### config.mk
export PLATFORM = sky130hd
export DESIGN_NAME = system_timer_with_compare_alarm_core_flat
export DESIGN_NICKNAME = d
export VERILOG_FILES = /design/src/hw/rtl/stm_pkg.sv /design/src/hw/rtl/stm_cmd_if.sv /design/src/hw/rtl/stm_rsp_if.sv /design/src/hw/rtl/stm_core.sv /design/src/hw/rtl/stm_obuf.sv /design/src/hw/rtl/system_timer_with_compare_alarm_core.sv /design/src/flat_wrapper.sv
export SDC_FILE = /design/constraint.sdc
export NUM_CORES = 1
export LEC_CHECK = 0
export BUFFER_PORTS_ARGS = -buffer_cell sky130_fd_sc_hd__buf_4
export CAP_MARGIN = 20
export CORE_MARGIN = 8
export CORE_UTILIZATION = 25
export CTS_BUF_LIST = sky130_fd_sc_hd__clkbuf_4
export DETAILED_ROUTE_END_ITERATION = 16
export GPL_TIMING_DRIVEN = 0
export SYNTH_ARGS = -nofsm -noshare
export SYNTH_HDL_FRONTEND = slang
export SYNTH_SLANG_ARGS = --single-unit
### constraint.sdc
create_clock -name i_clk -period 3.4 [get_ports i_clk]
set_input_delay 0.51 -clock i_clk [delete_from_list [all_inputs] [get_ports i_clk]]
set_output_delay 0.51 -clock i_clk [all_outputs]
set_load 0.05 [all_outputs]
### src/hw/rtl/stm_pkg.sv
// Package of the system timer: transaction kinds, register indexes and the result type.
// No dependencies; core, buffer, top level, checker and testbench use its scoped names.
package stm_pkg;

    localparam int WORD_W   = 32;
    localparam int MODE_BIT = 30;

    // Transaction kinds on the command channel.
    localparam logic [1:0] KIND_TICK  = 2'd0;
    localparam logic [1:0] KIND_READ  = 2'd1;
    localparam logic [1:0] KIND_WRITE = 2'd2;

    // Register map.
    localparam logic [3:0] REG_CTRL     = 4'd0;
    localparam logic [3:0] REG_OP       = 4'd1;
    localparam logic [3:0] REG_VAL_LO   = 4'd2;
    localparam logic [3:0] REG_VAL_HI   = 4'd3;
    localparam logic [3:0] REG_TGT_LO   = 4'd4;
    localparam logic [3:0] REG_TGT_HI   = 4'd5;
    localparam logic [3:0] REG_TGT_CONF = 4'd6;
    localparam logic [3:0] REG_LOAD     = 4'd7;
    localparam logic [3:0] REG_ENA      = 4'd8;
    localparam logic [3:0] REG_RAW      = 4'd9;
    localparam logic [3:0] REG_CLR      = 4'd10;
    localparam logic [3:0] REG_STATUS   = 4'd11;

    // One result transaction.
    typedef struct packed {
        logic [WORD_W-1:0] read_data;
        logic              irq;
    } t_result;

endpackage

### src/hw/rtl/stm_cmd_if.sv
// Command channel of the system timer: tick, register read or register write.
// Depends on nothing but plain logic types.
interface stm_cmd_if;
    logic        valid;
    logic        ready;
    logic [1:0]  kind;
    logic [3:0]  reg_index;
    logic [31:0] write_data;

    modport source (output valid, output kind, output reg_index, output write_data,
                    input ready);
    modport sink   (input valid, input kind, input reg_index, input write_data,
                    output ready);
endinterface

### src/hw/rtl/stm_rsp_if.sv
// Response channel of the system timer: read data and the interrupt level.
// Depends on nothing but plain logic types.
interface stm_rsp_if;
    logic        valid;
    logic        ready;
    logic [31:0] read_data;
    logic        irq;

    modport source (output valid, output read_data, output irq, input ready);
    modport sink   (input valid, input read_data, input irq, output ready);
endinterface

### src/hw/rtl/stm_core.sv
// Timer state and register file: counter, latch, comparator and interrupt bits.
// Depends on stm_pkg for register indexes, kinds and the result type.
module stm_core #(
    parameter int COUNT_WIDTH  = 52,
    parameter int PERIOD_WIDTH = 26
) (
    input  logic                  i_clk,
    input  logic                  i_rst_n,
    input  logic                  i_accept,
    input  logic [1:0]            i_kind,
    input  logic [3:0]            i_reg_index,
    input  logic [31:0]           i_write_data,
    output stm_pkg::t_result      o_result
);

    localparam int HI_W = COUNT_WIDTH - stm_pkg::WORD_W;

    logic [COUNT_WIDTH-1:0]  r_count,   n_count;
    logic [COUNT_WIDTH-1:0]  r_latched, n_latched;
    logic                    r_lvalid,  n_lvalid;
    logic                    r_cnt_en,  n_cnt_en;
    logic                    r_cmp_en,  n_cmp_en;
    logic [COUNT_WIDTH-1:0]  r_target,  n_target;
    logic [PERIOD_WIDTH-1:0] r_period,  n_period;
    logic                    r_mode,    n_mode;
    logic [COUNT_WIDTH-1:0]  r_alarm,   n_alarm;
    logic                    r_done,    n_done;
    logic                    r_irq_en,  n_irq_en;
    logic                    r_raw,     n_raw;

    logic [COUNT_WIDTH-1:0]  period_ext;
    logic [COUNT_WIDTH-1:0]  cnt_after;
    logic [COUNT_WIDTH-1:0]  alarm_step;
    logic [COUNT_WIDTH-1:0]  load_alarm;
    logic                    hit;
    logic [31:0]             rd;

    assign period_ext = COUNT_WIDTH'(r_period);
    assign cnt_after  = r_cnt_en ? (r_count + 1'b1) : r_count;
    assign alarm_step = r_alarm + period_ext;
    assign load_alarm = r_count + period_ext;
    assign hit        = (cnt_after == r_alarm);

    always_comb begin
        n_count   = r_count;
        n_latched = r_latched;
        n_lvalid  = r_lvalid;
        n_cnt_en  = r_cnt_en;
        n_cmp_en  = r_cmp_en;
        n_target  = r_target;
        n_period  = r_period;
        n_mode    = r_mode;
        n_alarm   = r_alarm;
        n_done    = r_done;
        n_irq_en  = r_irq_en;
        n_raw     = r_raw;

        if (i_kind == stm_pkg::KIND_TICK) begin
            n_count = cnt_after;
            if (r_cmp_en) begin
                if (r_mode) begin
                    if ((r_period != '0) && hit) begin
                        n_raw   = 1'b1;
                        n_alarm = alarm_step;
                    end
                end else if (!r_done && hit) begin
                    n_raw  = 1'b1;
                    n_done = 1'b1;
                end
            end
        end else if (i_kind == stm_pkg::KIND_WRITE) begin
            case (i_reg_index)
                stm_pkg::REG_CTRL: begin
                    n_cnt_en = i_write_data[0];
                    n_cmp_en = i_write_data[1];
                end
                stm_pkg::REG_OP: begin
                    n_latched = r_count;
                    n_lvalid  = 1'b1;
                end
                stm_pkg::REG_TGT_LO: begin
                    n_target[stm_pkg::WORD_W-1:0] = i_write_data;
                end
                stm_pkg::REG_TGT_HI: begin
                    n_target[COUNT_WIDTH-1:stm_pkg::WORD_W] = i_write_data[HI_W-1:0];
                end
                stm_pkg::REG_TGT_CONF: begin
                    n_period = i_write_data[PERIOD_WIDTH-1:0];
                    n_mode   = i_write_data[stm_pkg::MODE_BIT];
                end
                stm_pkg::REG_LOAD: begin
                    if (r_mode) begin
                        n_alarm = load_alarm;
                    end else begin
                        n_alarm = r_target;
                        n_done  = 1'b0;
                    end
                end
                stm_pkg::REG_ENA: begin
                    n_irq_en = i_write_data[0];
                end
                stm_pkg::REG_CLR: begin
                    if (i_write_data[0]) begin
                        n_raw = 1'b0;
                    end
                end
                default: begin
                end
            endcase
        end
    end

    always_comb begin
        rd = '0;
        if (i_kind == stm_pkg::KIND_READ) begin
            case (i_reg_index)
                stm_pkg::REG_CTRL:     rd = {30'd0, r_cmp_en, r_cnt_en};
                stm_pkg::REG_OP:       rd = {30'd0, r_lvalid, 1'b0};
                stm_pkg::REG_VAL_LO:   rd = r_latched[stm_pkg::WORD_W-1:0];
                stm_pkg::REG_VAL_HI:   rd = 32'(r_latched[COUNT_WIDTH-1:stm_pkg::WORD_W]);
                stm_pkg::REG_TGT_LO:   rd = r_target[stm_pkg::WORD_W-1:0];
                stm_pkg::REG_TGT_HI:   rd = 32'(r_target[COUNT_WIDTH-1:stm_pkg::WORD_W]);
                stm_pkg::REG_TGT_CONF: rd = 32'(r_period) | (32'(r_mode) << stm_pkg::MODE_BIT);
                stm_pkg::REG_ENA:      rd = {31'd0, r_irq_en};
                stm_pkg::REG_RAW:      rd = {31'd0, r_raw};
                stm_pkg::REG_STATUS:   rd = {31'd0, r_raw & r_irq_en};
                default:               rd = '0;
            endcase
        end
    end

    assign o_result.read_data = rd;
    assign o_result.irq       = n_raw & n_irq_en;

    always_ff @(posedge i_clk) begin
        if (!i_rst_n) begin
            r_count   <= '0;
            r_latched <= '0;
            r_lvalid  <= 1'b0;
            r_cnt_en  <= 1'b0;
            r_cmp_en  <= 1'b0;
            r_target  <= '0;
            r_period  <= '0;
            r_mode    <= 1'b0;
            r_alarm   <= '0;
            r_done    <= 1'b1;
            r_irq_en  <= 1'b0;
            r_raw     <= 1'b0;
        end else if (i_accept) begin
            r_count   <= n_count;
            r_latched <= n_latched;
            r_lvalid  <= n_lvalid;
            r_cnt_en  <= n_cnt_en;
            r_cmp_en  <= n_cmp_en;
            r_target  <= n_target;
            r_period  <= n_period;
            r_mode    <= n_mode;
            r_alarm   <= n_alarm;
            r_done    <= n_done;
            r_irq_en  <= n_irq_en;
            r_raw     <= n_raw;
        end
    end

endmodule

### src/hw/rtl/stm_obuf.sv
// Result register with a skid entry, so one more result can enter under a stall.
// Depends on stm_pkg for the result type.
module stm_obuf (
    input  logic             i_clk,
    input  logic             i_rst_n,
    input  logic             i_push,
    input  stm_pkg::t_result i_result,
    output logic             o_ready,
    output logic             o_valid,
    output stm_pkg::t_result o_result,
    input  logic             i_pop_ready
);

    logic             r_out_valid;
    stm_pkg::t_result r_out;
    logic             r_skid_valid;
    stm_pkg::t_result r_skid;
    logic             out_free;

    assign out_free = !r_out_valid || i_pop_ready;
    assign o_ready  = !r_skid_valid;
    assign o_valid  = r_out_valid;
    assign o_result = r_out;

    always_ff @(posedge i_clk) begin
        if (!i_rst_n) begin
            r_out_valid  <= 1'b0;
            r_skid_valid <= 1'b0;
        end else if (out_free) begin
            if (r_skid_valid) begin
                r_out_valid  <= 1'b1;
                r_skid_valid <= 1'b0;
            end else begin
                r_out_valid  <= i_push;
            end
        end else if (i_push) begin
            r_skid_valid <= 1'b1;
        end
    end

    // Payload registers carry no reset.
    always_ff @(posedge i_clk) begin
        if (out_free) begin
            if (r_skid_valid) begin
                r_out <= r_skid;
            end else if (i_push) begin
                r_out <= i_result;
            end
        end else if (i_push) begin
            r_skid <= i_result;
        end
    end

endmodule

### src/hw/rtl/system_timer_with_compare_alarm_core.sv
// Channel   Direction  Payload                              Handshake
// i_cmd     in         kind, reg_index, write_data          valid/ready
// o_rsp     out        read_data, irq                       valid/ready
//
// A command transaction updates the timer state at the edge where it is accepted,
// and its response lands in the result register, or the skid entry, at that edge.
// A new command is accepted every cycle; the one-entry skid stage lets one more
// command in while a response is stalled, after which ready drops until it drains.
// Reset is synchronous and active low; the timer is usable in the first cycle after.
// The critical path is the counter increment feeding the alarm equality compare.
//
// Top level of the system timer: stm_core holds the state, stm_obuf the results.
// Depends on stm_pkg, stm_cmd_if and stm_rsp_if.
module system_timer_with_compare_alarm_core #(
    parameter int COUNT_WIDTH  = 52,
    parameter int PERIOD_WIDTH = 26
) (
    input  logic           i_clk,
    input  logic           i_rst_n,
    stm_cmd_if.sink        i_cmd,
    stm_rsp_if.source      o_rsp
);

    // A command is taken whenever the skid entry is empty; the core then commits
    // its state change and hands exactly one response to the output buffer.
    logic             cmd_ready;
    logic             cmd_accept;
    stm_pkg::t_result core_result;
    stm_pkg::t_result rsp_result;

    assign i_cmd.ready = cmd_ready;
    assign cmd_accept  = i_cmd.valid && cmd_ready;

    // The core decodes the transaction: ticks advance the counter and run the
    // comparator, reads return a register, writes update the register file.
    // Its response carries the interrupt level after the transaction took effect.
    stm_core #(
        .COUNT_WIDTH  (COUNT_WIDTH),
        .PERIOD_WIDTH (PERIOD_WIDTH)
    ) u_core (
        .i_clk        (i_clk),
        .i_rst_n      (i_rst_n),
        .i_accept     (cmd_accept),
        .i_kind       (i_cmd.kind),
        .i_reg_index  (i_cmd.reg_index),
        .i_write_data (i_cmd.write_data),
        .o_result     (core_result)
    );

    // Result register plus skid entry toward the response channel.
    stm_obuf u_obuf (
        .i_clk        (i_clk),
        .i_rst_n      (i_rst_n),
        .i_push       (cmd_accept),
        .i_result     (core_result),
        .o_ready      (cmd_ready),
        .o_valid      (o_rsp.valid),
        .o_result     (rsp_result),
        .i_pop_ready  (o_rsp.ready)
    );

    assign o_rsp.read_data = rsp_result.read_data;
    assign o_rsp.irq       = rsp_result.irq;

endmodule

### src/flat_wrapper.sv
// flat-port wrapper written by rule: the top's interface ports become plain ports
module system_timer_with_compare_alarm_core_flat 
#(
    parameter int COUNT_WIDTH  = 52,
    parameter int PERIOD_WIDTH = 26
)
  (i_clk, i_rst_n, i_cmd_valid, i_cmd_kind, i_cmd_reg_index, i_cmd_write_data, i_cmd_ready, o_rsp_valid, o_rsp_read_data, o_rsp_irq, o_rsp_ready);
  stm_cmd_if i_cmd_i ();
  stm_rsp_if o_rsp_i ();
  input  logic i_clk;
  input  logic i_rst_n;
  input wire logic [$bits(i_cmd_i.valid)-1:0] i_cmd_valid;
  input wire logic [$bits(i_cmd_i.kind)-1:0] i_cmd_kind;
  input wire logic [$bits(i_cmd_i.reg_index)-1:0] i_cmd_reg_index;
  input wire logic [$bits(i_cmd_i.write_data)-1:0] i_cmd_write_data;
  output wire logic [$bits(i_cmd_i.ready)-1:0] i_cmd_ready;
  output wire logic [$bits(o_rsp_i.valid)-1:0] o_rsp_valid;
  output wire logic [$bits(o_rsp_i.read_data)-1:0] o_rsp_read_data;
  output wire logic [$bits(o_rsp_i.irq)-1:0] o_rsp_irq;
  input wire logic [$bits(o_rsp_i.ready)-1:0] o_rsp_ready;
  assign i_cmd_i.valid = i_cmd_valid;
  assign i_cmd_i.kind = i_cmd_kind;
  assign i_cmd_i.reg_index = i_cmd_reg_index;
  assign i_cmd_i.write_data = i_cmd_write_data;
  assign i_cmd_ready = i_cmd_i.ready;
  assign o_rsp_valid = o_rsp_i.valid;
  assign o_rsp_read_data = o_rsp_i.read_data;
  assign o_rsp_irq = o_rsp_i.irq;
  assign o_rsp_i.ready = o_rsp_ready;
  system_timer_with_compare_alarm_core #(.COUNT_WIDTH(COUNT_WIDTH), .PERIOD_WIDTH(PERIOD_WIDTH)) u_core (.i_clk(i_clk), .i_rst_n(i_rst_n), .i_cmd(i_cmd_i), .o_rsp(o_rsp_i));
endmodule
==> out/results.txt, run 1 <==
The run finished, with violations left. The final reports fail on negative setup slack. In the synthesized netlist, the cells that appear most often are sky130_fd_sc_hd__nand2_1 (430), sky130_fd_sc_hd__a21oi_1 (258), sky130_fd_sc_hd__dfxtp_1 (243). For the worst setup path, the data arrival time is 4.75 ns.

The number of slew-limit violations in the final report was 0; the number of enable-type register cells in the synthesized netlist was 66. The number of cell instances on the worst register-to-register path was 12. The endpoint identified for the worst register-to-register timing path is u_core.u_core.r_alarm[34]. The synthesized net count was 2,482. Global routing finished with a remaining overflow of 0. The root cell of the clock tree was sky130_fd_sc_hd__clkbuf_4.

After detailed routing, the number of remaining DRC violations is 0. The tool flagged a number of max-cap violations equal to 0. The critical path contains buffers and inverters numbering 2 combined.

For the number of setup violations in the final report, the log shows 56. Total power for the finished layout comes to 7.835 mW. Of the cells placed in the final design, the portion with a size suffix greater than 1 is 19.22%. Summing every instance area after synthesis gives 0.01893 mm².

For the count of distinct cell types in the synthesized netlist, the log shows 86. The power density of the placed cells came out at 325.8 mW/mm². The longest clock path from root to sink contains 3 buffers.

Of all nets on the critical path, the largest fanout is 9. The flip-flop cell with the highest count after synthesis is sky130_fd_sc_hd__dfxtp_1. Summing the sequential cell areas from Yosys gives 36.18% of the chip area. The clock input transition at the sequential cells of the worst setup and hold paths works out to 0.07 ns.

During I/O placement, the number of pins put on the boundary was 77. The worst path in the final design needs a cycle of 4.083 ns, including I/O delays and setup. Ratio of routed vias to standard cells: 5.653. The net count of the finished layout was 2,767; the worst-margin pin slew was 1.247 ns.

The data required time of the worst path came out at 4.06 ns. The initial antenna violation count came out at 7. Walking the worst path, the cells encountered are buf_6, nand4_1, nor4_4, xnor2_2, nor4_4, nand4_1, or4_4, or4_4, a21oi_4, buf_12, a21oi_2, o31a_1. Clock skew on the completed layout was measured at 0.1039 ns. The worst hold path was traced through 3 stages. Most numerous cell in the Yosys netlist: sky130_fd_sc_hd__nand2_1. In the synthesized netlist, the number of instances is 2,385. In this run the most critical hold path is launched from o_rsp_ready. Routability-driven placement finished with a final weighted congestion of 1.024. In this run, synthesis produced a sequential element count of 309. The delay of the slowest critical-path stage was 0.64 ns; the number of core rows was 101.

The run gives 21.03k as the number of vias in the routed layout. For this design, the slowest cell found on the critical path is sky130_fd_sc_hd__or4_4. The leakage dissipation was 8.514 nW; the slack of the worst reg-to-reg path was -0.68 ns.

The count of nets left with antenna violations after detail routing was 0; the die extent in y was 291.1 µm. The chip width was 291.1 µm; the largest net degree at the start of global routing was 34. The first TritonRoute pass finished after 6 iterations. The cell family with the largest share of critical-path delay is simple AND/OR/NAND/NOR gates. The sort of element at the end of the critical path was a flip-flop.

The run gives 0.08476 mm² as the die footprint. The initial utilization of the core area, before any placement, comes to 25.09%. The worst min-delay path class is in -> reg. Final-report hold violation count: 0. TritonCTS built the clock tree.

Sorting the synthesized cells by area gives the leading types as sky130_fd_sc_hd__dfxtp_1 (26%), sky130_fd_sc_hd__edfxtp_1 (10%), sky130_fd_sc_hd__nand2_1 (8.5%). Relative to the synthesized area, the layout overhead comes to 27.09%. During placement, the flow inserted port buffers numbering 72. Timing analysis after detailed placement gives a worst setup slack of -1.832 ns. The overall track demand over capacity in global routing came out at 20.55%.

The run gives 19.43k as the via count of the first global-routing pass. The ratio of final minimum period to clock period was 120.1%. The tools report the kind of start point of the critical path as a flip-flop. The worst-case hold path end point is u_core.u_obuf.o_valid.

For this block, the initial DRC count from the detailed router was 2,565. In this run, CTS created clock tree buffers numbering 87. The worst-case headroom to the max-slew limit came out at 16.56%. In the synthesized netlist the async set-or-reset flop fraction comes to 0%. The final routed wirelength across all metal layers is 92.45 mm.

The biggest area contributor in the post-synthesis netlist is sky130_fd_sc_hd__dfxtp_1. For the HPWL after detailed placement, the log shows 69.11 mm. The first global-routing pass estimated 131.3 mm of wire. Setup repair after global routing could not meet its margin everywhere.

At the later pin of the worst-skew pair, clock insertion delay measures 0.89 ns. After detailed routing, the average wire length per cell comes to 24.85 µm. The maximum frequency from static timing analysis was 244.9 MHz; the core outline area was 0.07544 mm². After synthesis, the largest area contributor takes up 25.70% of total cell area. The logs give 0.1676 mV for the largest voltage drop on the vdd net and -0.6830 ns for the smallest setup slack after layout.

The worst setup path is of the reg -> reg kind. For the number of warnings issued by yosys, the log shows 0. In this run the critical register-to-register path is launched from u_core.u_core.r_count[3]. For the number of clock sinks, the log shows 309.

A synthesized cell averages 7.935 µm². For the number of H-tree levels, the log shows 3.
-- worst max path at each step --
stage | startpoint | endpoint | cells past startpoint
after floorplan | u_core.u_core.r_count[1] | u_core.u_core.r_alarm[28] | 12
after global placement | i_cmd_kind[1] | u_core.u_core.r_alarm[30] | 11
after detailed placement | i_cmd_kind[0] | u_core.u_core.r_alarm[39] | 11
after CTS | u_core.u_core.r_count[0] | u_core.u_core.r_alarm[39] | 15
after global routing | u_core.u_core.r_count[20] | u_core.u_core.r_alarm[17] | 13
final | u_core.u_core.r_count[3] | u_core.u_core.r_alarm[34] | 12
-- cells by family (layout without fill, tap and decap cells) --
group / Yosys count / in the layout / synth area share [%]
DFF: 309 / 309 / 36.18
other: 0 / 5 / 0
AOI/OAI and AO/OA: 674 / 674 / 22.56
adders and majority gates: 55 / 55 / 3.715
buffers and inverters: 208 / 560 / 4.522
muxes: 44 / 44 / 2.479
and+or+nand+nor: 949 / 949 / 23.79
xor gates and xnor gates: 146 / 146 / 6.757
-- sequential cells by signal, indices dropped and copies added (netlist names) --
signal / count
u_core.u_core.r_alarm: 52
u_core.u_core.r_cmp_en: 1
u_core.u_core.r_cnt_en: 1
u_core.u_core.r_count: 52
u_core.u_core.r_done: 1
u_core.u_core.r_irq_en: 1
u_core.u_core.r_latched: 52
u_core.u_core.r_lvalid: 1
u_core.u_core.r_mode: 1
u_core.u_core.r_period: 26
u_core.u_core.r_raw: 1
u_core.u_core.r_target: 52
u_core.u_obuf.o_result: 33
u_core.u_obuf.o_valid: 1
u_core.u_obuf.r_skid: 33
u_core.u_obuf.r_skid_valid: 1
-- cells in the final DEF, fill, tap and decap left out, drive strengths merged, types with 50 or more instances in the layout --
master / count
dfxtp: 243
nand3: 66
nor3: 56
o21ai: 92
nand4: 51
ha: 53
a21oi: 259
buf: 196
xor2: 70
nor2: 151
nand2: 430
a22oi: 51
clkbuf: 261
edfxtp: 66
a31oi: 50
xnor2: 76
-- what timing repair did --
action                                  4_1_cts  5_1_grt
pin swaps                                    36       27
resized for setup                           137       92
endpoints found under the setup margin       57       68
hold buffers                                 34        0
cloned                                        1        3
setup buffers                                44       31
hold endpoints to repair                     84        0
-- through the flow --
stage	util (%)	std cells	hold slack (ns)	TNS (ns)	cell area (µm²)
6_report	31.88	3720	0.1012	-33.27	24050
5_1_grt	31.88	3720	0.08970	-35.86	24050
4_1_cts	30.96	3681	0.03038	-24.28	23350
3_5_place_dp	27.90	3446	0.4486	-104.66	21050
3_3_place_gp	27.69	3435	0.4435	-131.54	20890
2_1_floorplan	-	2385	0.4329	0	19130
-- per-layer routing --
metal / up-vias / track usage (%) / wire, µm
met5: - / 0 / 0
met4: 0 / 11.75 / 5890
met3: 307 / 4.624 / 10590
met2: 1362 / 30.73 / 38830
met1: 10014 / 27.04 / 37140
li1: 9346 / - / -
-- worst register-to-register path, cell delays in order (launching register included) --
cell	delay [ns]
sky130_fd_sc_hd__dfxtp_1	0.36
sky130_fd_sc_hd__buf_6	0.16
sky130_fd_sc_hd__nand4_1	0.20
sky130_fd_sc_hd__nor4_4	0.37
sky130_fd_sc_hd__xnor2_2	0.15
sky130_fd_sc_hd__nor4_4	0.41
sky130_fd_sc_hd__nand4_1	0.34
sky130_fd_sc_hd__or4_4	0.64
sky130_fd_sc_hd__or4_4	0.49
sky130_fd_sc_hd__a21oi_4	0.23
sky130_fd_sc_hd__buf_12	0.18
sky130_fd_sc_hd__a21oi_2	0.07
sky130_fd_sc_hd__o31a_1	0.29
-- where the power goes --
group	internal, mW	switching [mW]	leakage (nW)
sequential	3.77	0.0222	2.66
combinational	0.179	0.432	5.23
clock	1.61	1.83	0.623
-- area by class of cell --
| cell class | instances | area, µm² |
|---|---|---|
| antenna | 5 | 12.51 |
| buffer | 179 | 1018 |
| clock buffer | 116 | 870.8 |
| clock inverter | 40 | 188.9 |
| fill | 8029 | 51390 |
| inverter | 29 | 108.9 |
| multi-input combinational | 1868 | 12030 |
| sequential | 309 | 6882 |
| tap | 978 | 1224 |
| timing repair buffer | 196 | 1717 |
Power figures use the tool's default switching activity.
==> run 2, diff against run 1 <==
Settings changed: CAP_MARGIN 20 to default, SYNTH_HIERARCHICAL from default to 1.
==> run 2 against run 1 <==
The run still ends with negative setup slack left. Register-to-register slack improved by 0.20 ns. Critical path depth up 4. Count of clock-buffer cells in the layout increased by 20. Cell area grew 0.73%. First-iteration DRC count rose by 5.9%. Critical path type unchanged.
==> out/results.txt, run 2 <==
The final hold slack is 0.08604 ns (-0.01514 ns), and the overall track demand over capacity in global routing is 20.43% (-0.12 points). The library cell used most frequently in the layout, excluding fill and tap cells, is sky130_fd_sc_hd__nand2_1. The power after layout is 7.969 mW (+1.7%). The number of buffers added on ports was 74 (+2.8%); the count of nets left with antenna violations after detail routing was 0 (unchanged). Remaining global-route overflow: 0 (unchanged).

The biggest area contributor in the post-synthesis netlist is sky130_fd_sc_hd__dfxtp_1. The chip width is 294.5 µm (+1.2%), and the core outline area is 0.07708 mm² (+2.2%). Post-synthesis register bit count: 309 (unchanged). The effective utilization at floorplan came out at 25.16% (+0.075 points).

The number of clock sinks is 309 (unchanged). The worst-margin pin slew was 1.414 ns (+0.1673 ns); the fraction of final layout cells with drive strength greater than 1 was 19.32% (+0.10 points). Wire length of the first global-routing pass: 132.3 mm (+0.77%). The tools report the startpoint of the worst hold path as o_rsp_ready. The run gives 0 (unchanged) as the number of maximum-capacitance constraint violations. The gate count after technology mapping was 2,373 (-0.50%); the peak fanout along the critical path was 9 (unchanged). The proportion of synthesized chip area in sequential cells was 35.30% (-0.88 points). In this run the worst hold path is classified as in -> reg. The checks that failed: negative setup slack.

The total standard cell area after synthesis came out at 0.01939 mm² (+2.5%). In this run the clock root is driven by a sky130_fd_sc_hd__clkbuf_4. STA classifies the critical path startpoint as a flip-flop. Number of warnings issued by yosys: 6 (+6). The maximum frequency from static timing analysis is 257.4 MHz (+5.1%), and the leakage dissipation is 8.609 nW (+1.1%). The number of core rows was 102 (+0.99%); the data required time of the worst path was 4.07 ns (about the same). The share of synthesized flip-flops with an asynchronous set or reset works out to 0% (unchanged). For the final weighted congestion in routability-driven placement, the log shows 1.030 (+0.62%).

After synthesis, the cell types taking the most area are sky130_fd_sc_hd__dfxtp_1 (25%), sky130_fd_sc_hd__edfxtp_1 (10%), sky130_fd_sc_hd__nand2_1 (7.5%). Sorting the synthesized cells by how often they occur yields sky130_fd_sc_hd__nand2_1 (388), sky130_fd_sc_hd__a21oi_1 (263), sky130_fd_sc_hd__dfxtp_1 (243). Setup repair after global routing could not meet its margin everywhere. The final routed wirelength across all metal layers was 92.66 mm (+0.23%). The mean area per synthesized cell is 8.173 µm² (+3.0%). The number of H-tree levels is 3 (unchanged). The die extent in y is 294.5 µm (+1.2%). For the total negative slack, the log shows -21.30 ns (+11.98 ns). The die footprint came out at 0.08675 mm² (+2.3%). In the synthesized netlist the dominant register cell turns out to be sky130_fd_sc_hd__dfxtp_1. In the post-synthesis netlist, the cell with the most instances is sky130_fd_sc_hd__nand2_1. The number of remaining DRC errors is 0 (unchanged), and the synthesis-to-layout area growth is 24.91%. The final critical path time including I/O delays and setup was 3.885 ns (-0.1978 ns).

The number of vias in the routed layout is 20.80k (-1.1%). The tools report the largest voltage drop on the vdd net as 0.1761 mV (+5.0%). The initial antenna violation count was 4 (-3). The critical path in this run is classified as reg -> reg. The library cells used most frequently in the layout, excluding fill and tap cells, are sky130_fd_sc_hd__nand2_1 (384), sky130_fd_sc_hd__a21oi_1 (259), sky130_fd_sc_hd__dfxtp_1 (222). The power density of the placed cells came out at 328.9 mW/mm² (+0.97%). The run finished, with violations left. The routed wirelength normalized by instance count came out at 24.67 µm (-0.73%). The number of enable-type register cells in the synthesized netlist is 66 (unchanged).

The sort of element at the end of the critical path was a flip-flop. The synthesized net count is 2,470 (-0.48%). The net count of the finished layout was 2,742 (-0.90%). The ratio of routed vias to standard cells came out at 5.538 (-2.0%). The area share of the leading cell type in the synthesized netlist is 25.08% (-0.62 points). Share of the core filled with cells in the final layout: 31.43% (-0.45 points). The number of DRC markers in iteration 0 was 2,716 (+5.9%); the number of primary I/O pins was 77 (unchanged).

The arrival time of data at the critical path endpoint is 4.56 ns (-0.19 ns), and the detailed-router iteration count before antenna repair is 8 (+2). The run gives 0 (unchanged) as the final-report hold violation count. The run gives 34 (unchanged) as the largest net degree at the start of global routing.

The tools report the count of distinct cell types in the synthesized netlist as 94 (+9.3%). Smallest setup slack after layout: -0.4851 ns (+0.1978 ns). TritonCTS built the clock tree. The logs give 4.984% (-12 points) for the worst-case headroom to the max-slew limit and 91 (+4.6%) for the total clock buffers created by CTS. The worst-case setup slack after placement was -1.761 ns (+0.07106 ns); the clock input transition at the sequential cells of the worst setup and hold paths was 0.07 ns (about the same). The worst register-to-register path begins at u_core/u_core/r_count[0]. The logs give 8,242 (+2.7%) for the final-layout fill cell count and 0 (unchanged) for the number of slew-limit violations in the final report. The worst clock skew was 0.06301 ns (-0.04085 ns); the via count of the first global-routing pass was 19.56k (+0.70%). The tools report the startpoint of the worst setup timing path as u_core/u_core/r_count[0]. The number of setup violations in the final report is 57 (+1.8%). The tools report the maximum clock path buffer count as 3 (unchanged). The tools report the HPWL after detailed placement as 70.85 mm (+2.5%). The clock latency at the later pin of the worst-skew pair was 0.85 ns (-0.04 ns).

The ratio of final minimum period to clock period works out to 114.3% (-5.8 points).
==> run 2: cell count changes after synthesis, moves of 18 or more <==
cell                       change
sky130_fd_sc_hd__clkbuf_1     -20
sky130_fd_sc_hd__nand2_1      -42
sky130_fd_sc_hd__a31oi_1      -21
sky130_fd_sc_hd__a22oi_1      -21
sky130_fd_sc_hd__mux2_4       +28
sky130_fd_sc_hd__nor2_1       +18
sky130_fd_sc_hd__xnor2_1      +18
==> run 2: worst max-delay path, stage by stage, from the launching register on <==
cell and delay, ns:
sky130_fd_sc_hd__dfxtp_2 0.37, sky130_fd_sc_hd__ha_4 0.16, sky130_fd_sc_hd__and4_1 0.34, sky130_fd_sc_hd__nand3_4 0.19
sky130_fd_sc_hd__or2_2 0.33, sky130_fd_sc_hd__clkbuf_1 0.27, sky130_fd_sc_hd__a311oi_2 0.32, sky130_fd_sc_hd__o21ai_0 0.18
sky130_fd_sc_hd__nor4_4 0.25, sky130_fd_sc_hd__buf_4 0.21, sky130_fd_sc_hd__nand4_1 0.17, sky130_fd_sc_hd__nand2_2 0.18
sky130_fd_sc_hd__buf_12 0.13, sky130_fd_sc_hd__buf_12 0.14, sky130_fd_sc_hd__buf_12 0.14, sky130_fd_sc_hd__mux2i_4 0.23
sky130_fd_sc_hd__nor2_1 0.05
==> run 2: where the power goes <==
| group | switching [mW] | internal, mW | total (mW) |
|---|---|---|---|
| clock network | 1.76 | 1.82 | 3.58 |
| logic | 0.407 | 0.176 | 0.582 |
| registers | 0.0236 | 3.78 | 3.81 |
| total | 2.19 | 5.78 | 7.97 |
==> run 2: path summary, 6_finish.rpt <==
path,end,slack [ns],depth (start not counted)
setup / recovery,u_core/u_core/r_alarm[7],-0.49,16
hold / removal,u_core/u_obuf/r_skid_valid,0.09,3
setup reg to reg,u_core/u_core/r_alarm[7],-0.49,16
hold reg to reg,u_core/u_core/r_latched[30],0.46,2
==> run 2: final cells by class <==
| cell class | instances | area, µm² | share of cell area, % |
|---|---|---|---|
| antenna | 4 | 10.01 | 0.04132 |
| buffer | 169 | 959.7 | 3.961 |
| clock buffer | 136 | 1021 | 4.214 |
| clock inverter | 24 | 111.4 | 0.4596 |
| inverter | 24 | 90.09 | 0.3718 |
| multi-input combinational | 1867 | 12300 | 50.76 |
| sequential | 309 | 6880 | 28.40 |
| tap | 1040 | 1301 | 5.371 |
| timing repair buffer | 183 | 1556 | 6.425 |
==> run 2: logic make-up after synthesis <==
| family | Yosys count | share of synthesized area, % |
|---|---|---|
| DFF | 309 | 35.30 |
| buffers and inverters | 197 | 4.503 |
| adders and majority gates | 55 | 3.626 |
| xor gates and xnor gates | 156 | 7.045 |
| muxes | 70 | 4.400 |
| AOI/OAI and AO/OA | 631 | 20.70 |
| and+or+nand+nor | 955 | 24.42 |
==> run 2: what timing repair did <==
item | CTS | global route
hold buffers | 33 | 0
resized for setup | 173 | 56
endpoints found under the hold margin | 84 | 0
endpoints found under the setup margin | 61 | 57
setup buffers | 60 | 17
cloned | 1 | 0
pin swaps | 42 | 37
==> run 2: layer usage <==
metal | vias to the layer above | GRT usage [%] | wire length (µm)
met5 | - | 0 | 13
met4 | 2 | 12.70 | 6730
met3 | 328 | 5.504 | 9808
met2 | 1245 | 30.69 | 39530
met1 | 9949 | 25.83 | 36580
li1 | 9275 | - | -
==> run 2: through the flow <==
stage,std cells,instance area (µm²)
6_report,3756,24230
5_1_grt,3754,24220
4_1_cts,3741,23910
3_5_place_dp,3488,21300
3_3_place_gp,3487,21260
2_1_floorplan,2373,19410
